### src/rtl/elc_pkg.sv
// elc_pkg: types, codes and small floor helpers for the elevator controller
// used by elc_step and elevator_controller; depends on nothing else
`default_nettype none

package elc_pkg;

   localparam int FLOORS      = 4;
   localparam int FLOOR_IDX_W = $clog2(FLOORS);
   localparam int TICKS_W     = 16;

   localparam logic [TICKS_W-1:0] DOOR_TICKS_RESET = TICKS_W'(3000);

   localparam logic DIR_DOWN = 1'b0;
   localparam logic DIR_UP   = 1'b1;

   localparam logic [1:0] MOTOR_STOP = 2'd0;
   localparam logic [1:0] MOTOR_UP   = 2'd1;
   localparam logic [1:0] MOTOR_DOWN = 2'd2;

   localparam logic [2:0] MODE_CODE_START  = 3'd0;
   localparam logic [2:0] MODE_CODE_IDLE   = 3'd1;
   localparam logic [2:0] MODE_CODE_MOVING = 3'd2;
   localparam logic [2:0] MODE_CODE_DOOR   = 3'd3;
   localparam logic [2:0] MODE_CODE_EMERG  = 3'd4;

   typedef logic [FLOORS-1:0]      floor_vec_type;
   typedef logic [FLOOR_IDX_W-1:0] floor_idx_type;

   typedef enum logic [4:0] {
      MODE_START  = 5'b00001,
      MODE_IDLE   = 5'b00010,
      MODE_MOVING = 5'b00100,
      MODE_DOOR   = 5'b01000,
      MODE_EMERG  = 5'b10000
   } mode_type;

   typedef struct packed {
      logic [3:0] floor_sensors;
      logic       stop_button;
      logic       obstruction;
      logic [3:0] hall_up_buttons;
      logic [3:0] hall_down_buttons;
      logic [3:0] cab_buttons;
   } req_item_type;

   typedef struct packed {
      logic [1:0] motor_command;
      logic       door_open;
      logic       stop_lamp;
      logic [1:0] floor_lamp;
      logic [3:0] hall_up_lamps;
      logic [3:0] hall_down_lamps;
      logic [3:0] cab_lamps;
      logic [2:0] controller_mode;
   } rsp_item_type;

   typedef struct packed {
      mode_type      mode;
      logic          travel_dir;
      logic          prior_dir;
      logic          at_floor;
      floor_idx_type floor_now;
      floor_idx_type floor_last;
      logic          above_last;
      logic [TICKS_W-1:0] countdown;
      floor_vec_type up_orders;
      floor_vec_type down_orders;
      floor_vec_type cab_orders;
      logic          door_flag;
      logic          stop_lamp_flag;
   } elc_state_type;

   function automatic logic [2:0] mode_code(input mode_type m);
      logic [2:0] c;
      unique case (m)
         MODE_START:  c = MODE_CODE_START;
         MODE_MOVING: c = MODE_CODE_MOVING;
         MODE_DOOR:   c = MODE_CODE_DOOR;
         MODE_EMERG:  c = MODE_CODE_EMERG;
         default:     c = MODE_CODE_IDLE;
      endcase
      return c;
   endfunction

   function automatic logic orders_below(input floor_vec_type ord, input floor_idx_type f);
      floor_vec_type m;
      m = (floor_vec_type'(1) << f) - floor_vec_type'(1);
      return (ord & m) != '0;
   endfunction

   function automatic logic orders_above(input floor_vec_type ord, input floor_idx_type f);
      floor_vec_type m;
      m = (floor_vec_type'(2) << f) - floor_vec_type'(1);
      return (ord & ~m) != '0;
   endfunction

endpackage

`default_nettype wire

### src/rtl/elc_step.sv
// elc_step: next-state and result logic for one tick of the car controller
// depends on elc_pkg
`default_nettype none

module elc_step import elc_pkg::*; (
   input  elc_state_type      state_cur,
   input  req_item_type       item,
   input  logic [TICKS_W-1:0] door_ticks,
   output elc_state_type      state_nxt,
   output rsp_item_type       rsp
);

   elc_state_type n;
   floor_vec_type sensors;
   floor_vec_type ord_all;
   floor_idx_type low_idx;
   logic          low_found;
   logic          serve;
   logic          dir_bit;
   logic          stop;
   logic          obst;

   function automatic elc_state_type go_emergency(input elc_state_type s);
      elc_state_type r;
      r = s;
      r.stop_lamp_flag = 1'b1;
      r.prior_dir      = s.travel_dir;
      r.up_orders      = '0;
      r.down_orders    = '0;
      r.cab_orders     = '0;
      if (s.at_floor) begin
         r.door_flag = 1'b1;
      end
      r.mode = MODE_EMERG;
      return r;
   endfunction

   function automatic elc_state_type go_door(input elc_state_type s,
                                             input logic [TICKS_W-1:0] t);
      elc_state_type r;
      r = s;
      r.prior_dir = s.travel_dir;
      r.door_flag = 1'b1;
      r.countdown = t;
      r.mode      = MODE_DOOR;
      return r;
   endfunction

   function automatic elc_state_type go_moving(input elc_state_type s, input logic d);
      elc_state_type r;
      r = s;
      r.travel_dir = d;
      r.mode       = MODE_MOVING;
      return r;
   endfunction

   function automatic elc_state_type latch(input elc_state_type s, input req_item_type i);
      elc_state_type r;
      r = s;
      r.up_orders   = s.up_orders   | floor_vec_type'(i.hall_up_buttons);
      r.down_orders = s.down_orders | floor_vec_type'(i.hall_down_buttons);
      r.cab_orders  = s.cab_orders  | floor_vec_type'(i.cab_buttons);
      return r;
   endfunction

   function automatic elc_state_type run_count(input elc_state_type s, input logic ob,
                                               input logic [TICKS_W-1:0] t);
      elc_state_type r;
      r = s;
      if (ob) begin
         r.countdown = t;
      end else if (s.countdown != '0) begin
         r.countdown = s.countdown - TICKS_W'(1);
      end
      return r;
   endfunction

   // lowest active sensor
   always_comb begin
      sensors   = floor_vec_type'(item.floor_sensors);
      low_found = 1'b0;
      low_idx   = '0;
      for (int f = FLOORS - 1; f >= 0; f--) begin
         if (sensors[f]) begin
            low_found = 1'b1;
            low_idx   = floor_idx_type'(f);
         end
      end
   end

   always_comb begin
      stop    = item.stop_button;
      obst    = item.obstruction;
      n       = state_cur;
      serve   = 1'b1;
      ord_all = '0;
      dir_bit = 1'b0;
      unique case (state_cur.mode)
         MODE_START: begin
            if (low_found) begin
               n.floor_now   = low_idx;
               n.floor_last  = low_idx;
               n.at_floor    = 1'b1;
               n.prior_dir   = DIR_DOWN;
               n.up_orders   = '0;
               n.down_orders = '0;
               n.cab_orders  = '0;
               n.countdown   = '0;
               n.mode        = MODE_IDLE;
            end
         end
         MODE_MOVING: begin
            if (stop) begin
               n = go_emergency(n);
            end else begin
               n = latch(n, item);
               if (!low_found) begin
                  n.at_floor = 1'b0;
               end else begin
                  n.at_floor   = 1'b1;
                  n.floor_now  = low_idx;
                  n.floor_last = low_idx;
                  n.above_last = (n.travel_dir == DIR_UP);
                  ord_all      = n.up_orders | n.down_orders | n.cab_orders;
                  dir_bit      = (n.travel_dir == DIR_UP) ? n.up_orders[low_idx]
                                                         : n.down_orders[low_idx];
                  if (ord_all[low_idx] &&
                      ((n.travel_dir == DIR_UP && !orders_above(ord_all, low_idx)) ||
                       (n.travel_dir == DIR_DOWN && !orders_below(ord_all, low_idx)) ||
                       dir_bit || n.cab_orders[low_idx])) begin
                     n = go_door(n, door_ticks);
                  end
               end
            end
         end
         MODE_DOOR: begin
            if (stop) begin
               n = go_emergency(n);
            end else begin
               n = latch(n, item);
               n = run_count(n, obst, door_ticks);
               if (n.countdown == '0) begin
                  n.up_orders[n.floor_now]   = 1'b0;
                  n.down_orders[n.floor_now] = 1'b0;
                  n.cab_orders[n.floor_now]  = 1'b0;
                  n.door_flag = 1'b0;
                  ord_all = n.up_orders | n.down_orders | n.cab_orders;
                  if (ord_all == '0) begin
                     n.mode = MODE_IDLE;
                  end else if (n.prior_dir == DIR_UP) begin
                     n = go_moving(n, orders_above(ord_all, n.floor_now) ? DIR_UP : DIR_DOWN);
                  end else begin
                     n = go_moving(n, orders_below(ord_all, n.floor_now) ? DIR_DOWN : DIR_UP);
                  end
               end
            end
         end
         MODE_EMERG: begin
            if (!stop) begin
               n.stop_lamp_flag = 1'b0;
               if (n.at_floor) begin
                  n.countdown = door_ticks;
               end
               n.mode = MODE_IDLE;
            end
         end
         default: begin
            // pending door time is served first
            if (state_cur.countdown != '0) begin
               if (stop) begin
                  n     = go_emergency(n);
                  serve = 1'b0;
               end else begin
                  n = latch(n, item);
                  n = run_count(n, obst, door_ticks);
                  if (n.countdown != '0) begin
                     serve = 1'b0;
                  end
               end
            end
            if (serve) begin
               n.door_flag = 1'b0;
               if (stop) begin
                  n = go_emergency(n);
               end else begin
                  n = latch(n, item);
                  ord_all = n.up_orders | n.down_orders | n.cab_orders;
                  if (n.at_floor) begin
                     if (ord_all[n.floor_now]) begin
                        n = go_door(n, door_ticks);
                     end else if (orders_below(ord_all, n.floor_now)) begin
                        n = go_moving(n, DIR_DOWN);
                     end else if (orders_above(ord_all, n.floor_now)) begin
                        n = go_moving(n, DIR_UP);
                     end
                  end else begin
                     if (ord_all[n.floor_last]) begin
                        n = go_moving(n, n.above_last ? DIR_DOWN : DIR_UP);
                     end else if (orders_below(ord_all, n.floor_last)) begin
                        n = go_moving(n, DIR_DOWN);
                     end else if (orders_above(ord_all, n.floor_last)) begin
                        n = go_moving(n, DIR_UP);
                     end
                  end
               end
            end
         end
      endcase
   end

   always_comb begin
      state_nxt = n;
      priority if (n.mode == MODE_START) begin
         rsp.motor_command = MOTOR_DOWN;
      end else if (n.mode == MODE_MOVING) begin
         rsp.motor_command = (n.travel_dir == DIR_UP) ? MOTOR_UP : MOTOR_DOWN;
      end else begin
         rsp.motor_command = MOTOR_STOP;
      end
      rsp.door_open       = n.door_flag;
      rsp.stop_lamp       = n.stop_lamp_flag;
      rsp.floor_lamp      = 2'(n.floor_last);
      rsp.hall_up_lamps   = 4'(n.up_orders);
      rsp.hall_down_lamps = 4'(n.down_orders);
      rsp.cab_lamps       = 4'(n.cab_orders);
      rsp.controller_mode = mode_code(n.mode);
   end

endmodule

`default_nettype wire

### src/rtl/elevator_controller.sv
// elevator_controller: top level with item register, car state and result register
// depends on elc_pkg and elc_step
//
//   channel  ports                         direction  payload
//   req      req_valid req_ready req_item  in         req_item_type
//   rsp      rsp_valid rsp_ready rsp_item  out        rsp_item_type
//   csr      csr_valid csr_ready csr_data  in         door open ticks, 16 bits
//
// one item per cycle sustained while the result is not stalled; an accepted item
// passes the item register, then the result register around elc_step, to rsp_valid
// synchronous reset puts the car in start-up descent, door time 3000 ticks
// a stalled result holds the item register, and req_ready drops once it is full
// csr_ready is always high
`default_nettype none

module elevator_controller import elc_pkg::*; (
   input  logic               clock,
   input  logic               reset,
   input  logic               req_valid,
   output logic               req_ready,
   input  req_item_type       req_item,
   output logic               rsp_valid,
   input  logic               rsp_ready,
   output rsp_item_type       rsp_item,
   input  logic               csr_valid,
   output logic               csr_ready,
   input  logic [TICKS_W-1:0] csr_data
);

   logic               in_valid_ff, in_valid_in;
   req_item_type       in_item_ff;
   logic               out_valid_ff, out_valid_in;
   rsp_item_type       out_item_ff;
   elc_state_type      state_ff, state_in;
   rsp_item_type       rsp_calc;
   logic [TICKS_W-1:0] door_ticks_ff;
   logic               advance;

   elc_step u_step (
      .state_cur  (state_ff),
      .item       (in_item_ff),
      .door_ticks (door_ticks_ff),
      .state_nxt  (state_in),
      .rsp        (rsp_calc)
   );

   assign advance     = in_valid_ff && (!out_valid_ff || rsp_ready);
   assign req_ready   = !in_valid_ff || advance;
   assign in_valid_in = (req_valid && req_ready) || (in_valid_ff && !advance);
   assign out_valid_in = advance || (out_valid_ff && !rsp_ready);
   assign csr_ready   = 1'b1;
   assign rsp_valid   = out_valid_ff;
   assign rsp_item    = out_item_ff;

   always_ff @(posedge clock) begin
      if (reset) begin
         in_valid_ff   <= 1'b0;
         out_valid_ff  <= 1'b0;
         door_ticks_ff <= DOOR_TICKS_RESET;
         state_ff      <= '{mode: MODE_START, travel_dir: DIR_DOWN, prior_dir: DIR_DOWN,
                            default: '0};
      end else begin
         in_valid_ff  <= in_valid_in;
         out_valid_ff <= out_valid_in;
         if (csr_valid && csr_ready) begin
            door_ticks_ff <= csr_data;
         end
         if (advance) begin
            state_ff <= state_in;
         end
      end
   end

   always_ff @(posedge clock) begin
      if (req_valid && req_ready) begin
         in_item_ff <= req_item;
      end
      if (advance) begin
         out_item_ff <= rsp_calc;
      end
   end

   a_advance_fills: assert property (@(posedge clock) disable iff (reset)
      advance |=> out_valid_ff)
      else $error("computed item did not reach the result register");

   a_stall_holds: assert property (@(posedge clock) disable iff (reset)
      (in_valid_ff && !advance) |=> (in_valid_ff && $stable(in_item_ff)))
      else $error("waiting item lost while result stalled");

   a_lamp_mode: assert property (@(posedge clock) disable iff (reset)
      state_ff.stop_lamp_flag == (state_ff.mode == MODE_EMERG))
      else $error("stop lamp out of step with emergency mode");

   a_emerg_clear: assert property (@(posedge clock) disable iff (reset)
      (state_ff.mode == MODE_EMERG) |->
         (state_ff.up_orders == '0 && state_ff.down_orders == '0 &&
          state_ff.cab_orders == '0))
      else $error("orders latched during emergency");

   a_motor_mode: assert property (@(posedge clock) disable iff (reset)
      (out_valid_ff && out_item_ff.motor_command != MOTOR_STOP) |->
         (out_item_ff.controller_mode == MODE_CODE_START ||
          out_item_ff.controller_mode == MODE_CODE_MOVING))
      else $error("motor driven outside start-up or moving");

endmodule

`default_nettype wire
### config.mk
export PLATFORM = sky130hd
export DESIGN_NAME = elevator_controller
export DESIGN_NICKNAME = d
export VERILOG_FILES = /design/src/rtl/elc_pkg.sv /design/src/rtl/elc_step.sv /design/src/rtl/elevator_controller.sv
export SDC_FILE = /design/constraint.sdc
export NUM_CORES = 1
export LEC_CHECK = 0
export BUFFER_PORTS_ARGS = -buffer_cell sky130_fd_sc_hd__buf_2
export CORE_ASPECT_RATIO = 1.5
export CORE_UTILIZATION = 35
export CTS_CLUSTER_SIZE = 16
export DETAILED_ROUTE_END_ITERATION = 12
export PLACE_DENSITY = 0.52
export SLEW_MARGIN = 0
export SYNTH_ARGS = -nofsm -noshare
export SYNTH_HDL_FRONTEND = slang
export SYNTH_SLANG_ARGS = --single-unit
### constraint.sdc
create_clock -name clock -period 9.5 [get_ports clock]
set_clock_uncertainty 0.15 [all_clocks]
set_input_delay 2.85 -clock clock [delete_from_list [all_inputs] [get_ports clock]]
set_output_delay 2.85 -clock clock [all_outputs]
set_load 0.02 [all_outputs]
==> results.md, run 1 <==
## Yosys
* **cell taking the most area after synthesis** dfxtp_1
* **number of cells produced by synthesis** 765
* **FF+latch count, synth** 100
* **synth top area cells** dfxtp_1 (19%), edfxtp_1 (18%), nor2_1 (6.2%)
* **basic-gate share of the synthesized area counting and, or, nand and nor cells** 0.234
* **Primary FF master, synth** dfxtp_1
* **total of warnings raised by yosys** 0
* **xor and xnor area share after synthesis** 0.0123
* **sequential-to-total area share from yosys stat** 0.372
* **adder-cell area share of the yosys netlist** 0.00195
* **Post-synth EDFFs** 39
* **Cell Area, Synth** 6430 um^2
* **main combinational cell family by area after synthesis** compound AO/OA/AOI/OAI gates
* **synthesized netlist net count** 805
* **Yosys cell types** 89
* **multiplexer area fraction after synthesis** 0.0486
* **async set or reset register ratio after synthesis** 0
* **fraction of synthesized cell area taken by the top area cell type** 0.190
* **synthesized-area fraction occupied by ao, oa, aoi and oai cells** 0.285
* **syn avg cell area** 8.41 um^2

## Clock network
* **clock edge transition at the registers on the reported setup and hold paths** 80 ps
* **Max Buffers Root-to-Sink** 2
* **deepest level of the CTS H-tree** 3
* **number of buffers inserted during clock tree synthesis** 9
* **clk root buf** clkbuf_16
* **post-cts repair resize count** 0
* **post-cts hold buffer count** 0
* **clock insertion delay at the later pin of the skew report** 370 ps
* **number of sinks handled by clock tree synthesis** 100
* **TritonCTS clock tree** yes
* **number of buffers inserted by post-CTS setup repair** 0

## Global route
* **antenna violations before repair** 0
* **grt total ovfl** 0
* **wire length of the first global-routing pass** 34.6 mm
* **maximum number of pins on one net before global-route repair** 53
* **global-route total usage across every layer** 0.239
* **vias in the first global route** 6242

## Place
* **number of buffers inserted by port buffering** 61
* **placed wire-length estimate** 16.4 mm
* **final weighted congestion in routability-driven placement** 0.982
* **dpl ws** 3100 ps

## Floorplan
* **total core area** 17900 um^2
* **die area** 18900 um^2
* **die span in x** 113 um
* **number of placed I/O pins** 63
* **Placement Rows** 60
* **effective utilization at floorplan** 0.358
* **Vert. Die Dim** 168 um

## Final layout
* **Layout area overhead** 11.2%
* **top library cells by usage in the layout, fill and taps aside** nor2_1 (106), nand2_1 (73), dfxtp_1 (61), buf_2 (61), a21oi_1 (43)
* **fraction of layout cells with a size suffix above 1** 0.156
* **post-layout net count** 831
* **commonest non-fill, non-tap cell in the layout** nor2_1
* **antenna diode count** 0

## Drt
* **1st-iter DRT viols** 598
* **number of iterations in the first detailed-routing pass** 8
* **number of antenna-violating nets in the routed design** 0
* **number of vias per cell after detailed routing** 6.28
* **overall routed net length** 22.4 mm
* **DRC violations left** 0
* **average wire length per cell after detail routing** 22.1 um
* **overall via count from detail_route** 6363

## Hold path
* **worst hold path class** flop to flop

## Worst setup path
* **startpoint class of the critical path** input pin
* **crit end category** primary output
* **critical setup path kind** input pin to primary output
* **endpoint required time on the critical path** 6500 ps
* **data arrival time of the worst path** 3410 ps
* **reg-to-reg setup timing slack** 4680 ps
* **maximum fanout encountered on the critical timing path** 4

## Power and ir drop
* **internal power** 0.000777 W
* **Power Density** 169 nW/um^2
* **sequential share of power** 0.423
* **power share of the clock group** 0.314
* **leak pwr** 2.59 nW
* **peak supply drop** 0.0000779 V
* **net switching power of the design** 0.000434 W
* **fraction of power spent switching nets** 0.358
* **Comb power frac** 0.263

## Flow run
* **max-capacitance violation count** 0

## Run status
* **run status** complete, no violations

## STA
* **Slew @ Worst Pin** 1020 ps
* **relative max-transition margin** 0.315
* **share of the cycle needed by the critical path after routing** 0.675
* **number of hold violations in the final report** 0
* **clock period minus final worst setup slack** 6410 ps
* **post-route setup slack** 3090 ps
* **count of final max-slew check failures** 0
* **unrepaired setup endpoints after global routing** false
* **total setup violations reported at the end of the flow** 0
* **final sum of negative setup slack** 0 ps
* **Achievable Freq** 0.156 GHz

final timing paths:
path | startpoint | end | cells past startpoint
hold / removal | state_ff[0]$_SDFFE_PP0P_ | state_ff[0]$_SDFFE_PP0P_ | 2
setup / recovery | rsp_ready | req_ready | 4
hold reg to reg | state_ff[0]$_SDFFE_PP0P_ | state_ff[0]$_SDFFE_PP0P_ | 2
setup reg to reg | state_ff[25]$_SDFFE_PP0P_ | rsp_item[19]$_SDFFCE_PP0P_ | 9
synthesized netlist by cell type (5+ instances only):
| library cell | number |
|---|---|
| nor2_1 | 107 |
| nand2_1 | 73 |
| dfxtp_1 | 61 |
| clkbuf_1 | 46 |
| a21oi_1 | 43 |
| edfxtp_1 | 39 |
| o21ai_0 | 35 |
| nor3_1 | 24 |
| mux2i_1 | 20 |
| a211oi_1 | 18 |
| a31oi_1 | 16 |
| nand3_1 | 15 |
| a22o_1 | 14 |
| inv_1 | 14 |
| nor4_1 | 12 |
| o31ai_1 | 10 |
| a221oi_1 | 9 |
| a2bb2oi_1 | 9 |
| nand2b_1 | 9 |
| nand4_1 | 9 |
| a21o_1 | 8 |
| and2_1 | 8 |
| a31o_2 | 7 |
| o211ai_1 | 7 |
| o22ai_1 | 7 |
| a32oi_1 | 6 |
| or3_1 | 6 |
| a21boi_0 | 5 |
| a222oi_1 | 5 |
| nor2b_1 | 5 |
| or2_2 | 5 |
| xnor2_1 | 5 |
cell families after synthesis:
logic type,count (synthesis)
other cells,1
mux,26
buf+inv,71
simple gates,306
fa+ha+maj,1
xor+xnor,9
flops,100
compound gates,251
stage by stage:
step / hold slack (ps) / cells / util / cell area (um^2) / total power (W)
finish: 311 / 1013 / 0.399 / 7150 / 0.00121
global route: 332 / 1013 / 0.399 / 7150 / 0.00127
CTS: 314 / 1013 / 0.399 / 7150 / 0.00122
detailed placement: 304 / 997 / 0.382 / 6850 / 0.000833
global placement: 295 / 997 / 0.382 / 6850 / 0.000830
floorplan: 283 / 765 / - / 6430 / 0.000735
flip-flops by register name, indices dropped and copies added, names as in the netlist:
register	cells
state_ff	43
rsp_item	21
in_item_ff	18
door_ticks_ff	16
in_valid_ff	1
rsp_valid	1
critical path: stages:
cell,delay (ps)
buf_2,100
nor2b_1,210
nand2_1,100
buf_2,160
power by group through the flow:
stage          Clock, W  Sequential, W  Combinational [W]
2_1_floorplan         0       0.000506           0.000229
3_3_place_gp          0       0.000521           0.000309
3_5_place_dp          0       0.000521           0.000312
4_1_cts        0.000391       0.000511           0.000314
5_1_grt        0.000406       0.000516           0.000344
6_report       0.000380       0.000512           0.000318
per-layer routing:
metal  vias to the layer above  GRT usage  wire length [um]
met5                         -          0                 0
met1                      3045      0.247              8010
met2                       251      0.437             11900
li1                       2984          -                 -
met3                        83     0.0317              1070
met4                         0      0.179              1480
cell type report:
cell class | count | area (um^2)
Tap cell | 217 | 272
Fill cell | 1815 | 10800
Sequential cell | 100 | 2390
Clock inverter | 7 | 75.1
Clock buffer | 9 | 225
Multi-Input combinational cell | 594 | 3750
Inverter | 16 | 60.1
Timing Repair Buffer | 70 | 373
Note: power is estimated with default switching activity, not from simulation.
==> inputs of run 2 (changes only) <==
clock period = 6.05 ns   (was 9.5 ns; I/O delays follow)
==> results.md, run 2 (synthesis results as in run 1) <==
## STA
* **Slew @ Worst Pin** 1080 ps, was 1020 ps
* **post-route setup slack** 1180 ps, was 3090 ps
* **number of hold violations in the final report** 0, unchanged
* **count of final max-slew check failures** 0, unchanged
* **total setup violations reported at the end of the flow** 0, unchanged
* **Achievable Freq** 0.205 GHz
* **relative max-transition margin** 0.275, was 0.315
* **final sum of negative setup slack** 0 ps, unchanged
* **unrepaired setup endpoints after global routing** false, unchanged
* **share of the cycle needed by the critical path after routing** 0.805
* **clock period minus final worst setup slack** 4870 ps

## Worst setup path
* **longest individual stage delay on the worst path** 970 ps, was 210 ps
* **startpoint class of the critical path** flop, was input pin
* **maximum fanout encountered on the critical timing path** 24, was 4
* **launch instance of the worst register-to-register path** in_item_ff[12]$_DFFE_PP_, was state_ff[25]$_SDFFE_PP0P_
* **data arrival time of the worst path** 4940 ps, was 3410 ps
* **Worst Path Buf+Inv** 1, was 2
* **critical setup path kind** flop to flop, was input pin to primary output
* **reg-to-reg setup timing slack** 1180 ps, was 4680 ps
* **slowest stage cell, crit path** edfxtp_1, was nor2b_1
* **endpoint required time on the critical path** 6120 ps, was 6500 ps
* **chain of cells forming the critical path** inv_1 > mux2i_1 > nand4b_1 > or4b_4 > o41ai_2 > and4_1 > o21ai_1 > a221o_1 > a221oi_2 > nor3_1, was buf_2 > nor2b_1 > nand2_1 > buf_2
* **Crit. Startpoint** in_item_ff[12]$_DFFE_PP_, was rsp_ready
* **crit end category** flop, was primary output
* **Worst path top cell family by delay** simple AND/OR/NAND/NOR gates, unchanged

## Clock network
* **TritonCTS clock tree** yes, unchanged
* **clock edge transition at the registers on the reported setup and hold paths** 70 ps, was 80 ps
* **number of sinks handled by clock tree synthesis** 100, unchanged
* **Max Buffers Root-to-Sink** 2, unchanged
* **post-cts repair resize count** 0, unchanged
* **post-cts hold buffer count** 0, unchanged
* **number of buffers inserted during clock tree synthesis** 9, unchanged
* **number of buffers inserted by post-CTS setup repair** 0, unchanged
* **deepest level of the CTS H-tree** 3, unchanged
* **clk root buf** clkbuf_16, unchanged
* **clock insertion delay at the later pin of the skew report** 360 ps, was 370 ps

## Drt
* **overall routed net length** 23.9 mm, was 22.4 mm
* **overall via count from detail_route** 6391, was 6363
* **met1 wire length** 8.64 mm, was 8.01 mm
* **highest signal layer in the routed design** met4, unchanged
* **met2 WL post-DR** 13.0 mm, was 11.9 mm
* **1st-iter DRT viols** 530, was 598
* **number of antenna-violating nets in the routed design** 0, unchanged
* **DRC violations left** 0, unchanged
* **number of iterations in the first detailed-routing pass** 5, was 8
* **average wire length per cell after detail routing** 23.5 um, was 22.1 um
* **number of vias per cell after detailed routing** 6.29, was 6.28
* **Detail Route met3 WL** 923 um, was 1.07 mm

## Final layout
* **largest register by flop count** state_ff, unchanged
* **filler cell count in the final layout** 1840, was 1815
* **top library cells by usage in the layout, fill and taps aside** nor2_1 (106), nand2_1 (73), dfxtp_1 (61), buf_2 (61), a21oi_1 (43), unchanged
* **fraction of layout cells with a size suffix above 1** 0.159, was 0.156
* **Final Util** 0.400, was 0.399
* **flip-flop count of the largest register after layout** 43, unchanged
* **antenna diode count** 0, unchanged
* **commonest non-fill, non-tap cell in the layout** nor2_1, unchanged
* **Layout area overhead** 11.7%, was 11.2%
* **post-layout net count** 834, was 831

## Place
* **number of buffers inserted by port buffering** 61, unchanged
* **final weighted congestion in routability-driven placement** 0.935, was 0.982
* **placed wire-length estimate** 17.8 mm, was 16.4 mm
* **dpl ws** 1260 ps, was 3100 ps

## Flow run
* **max-capacitance violation count** 0, unchanged

## Floorplan
* **effective utilization at floorplan** 0.358, unchanged
* **die span in x** 113 um, unchanged
* **Placement Rows** 60, unchanged
* **Vert. Die Dim** 168 um, unchanged
* **total core area** 17900 um^2, unchanged
* **die area** 18900 um^2, unchanged
* **number of placed I/O pins** 63, unchanged

## Global route
* **vias in the first global route** 6327, was 6242
* **antenna violations before repair** 0, unchanged
* **grt total ovfl** 0, unchanged
* **maximum number of pins on one net before global-route repair** 53, unchanged
* **wire length of the first global-routing pass** 37.0 mm, was 34.6 mm
* **global-route total usage across every layer** 0.259, was 0.239

## Hold path
* **worst hold path class** flop to flop, unchanged
* **startpoint of the worst hold path** state_ff[0]$_SDFFE_PP0P_, unchanged

## Run status
* **run status** complete, no violations, unchanged

## Power and ir drop
* **peak supply drop** 0.000119 V, was 0.0000779 V
* **Power Density** 269 nW/um^2, was 169 nW/um^2
* **leak pwr** 2.61 nW, was 2.59 nW

-- run 2: final timing paths --
kind / cells after the start / endpoint
setup reg to reg: 10 / state_ff[14]$_SDFFE_PP0P_
setup / recovery: 10 / state_ff[14]$_SDFFE_PP0P_
hold reg to reg: 2 / state_ff[0]$_SDFFE_PP0P_
hold / removal: 2 / state_ff[0]$_SDFFE_PP0P_
-- run 2: per-layer routing --
layer	vias up	track usage
li1	2992	-
met5	-	0
met4	0	0.159
met3	73	0.0392
met2	213	0.488
met1	3113	0.264
-- run 2: where the power goes --
part           internal, W  switching, W  total, W
Combinational     0.000181      0.000326  0.000507
Sequential        0.000744     0.0000656  0.000809
Clock             0.000330      0.000283  0.000613
-- run 2: through the flow --
stage	cells	hold slack (ps)	instance area (um^2)	power, W
floorplan	765	283	6430	0.00115
CTS	1016	314	7180	0.00194
global placement	1000	294	6870	0.00132
global route	1016	328	7180	0.00202
detailed placement	1000	304	6870	0.00132
finish	1016	310	7180	0.00193
-- run 2: final cells by class --
type	instances	area (um^2)	share of cell area
repair buffers	73	395	0.0550
multi-input cells	594	3760	0.523
clock inverters	6	76.3	0.0106
flip-flops and latches	100	2390	0.333
inverters	16	60.1	0.00836
well taps	217	272	0.0378
clock buffers	10	229	0.0319
-- run 2: worst register-to-register path: stages, from the launching register on --
cell and delay, ps:
edfxtp_1 970, inv_1 540, mux2i_1 410, nand4b_1 170, or4b_4 570, o41ai_2 500
and4_1 650, o21ai_1 150, a221o_1 330, a221oi_2 210, nor3_1 70
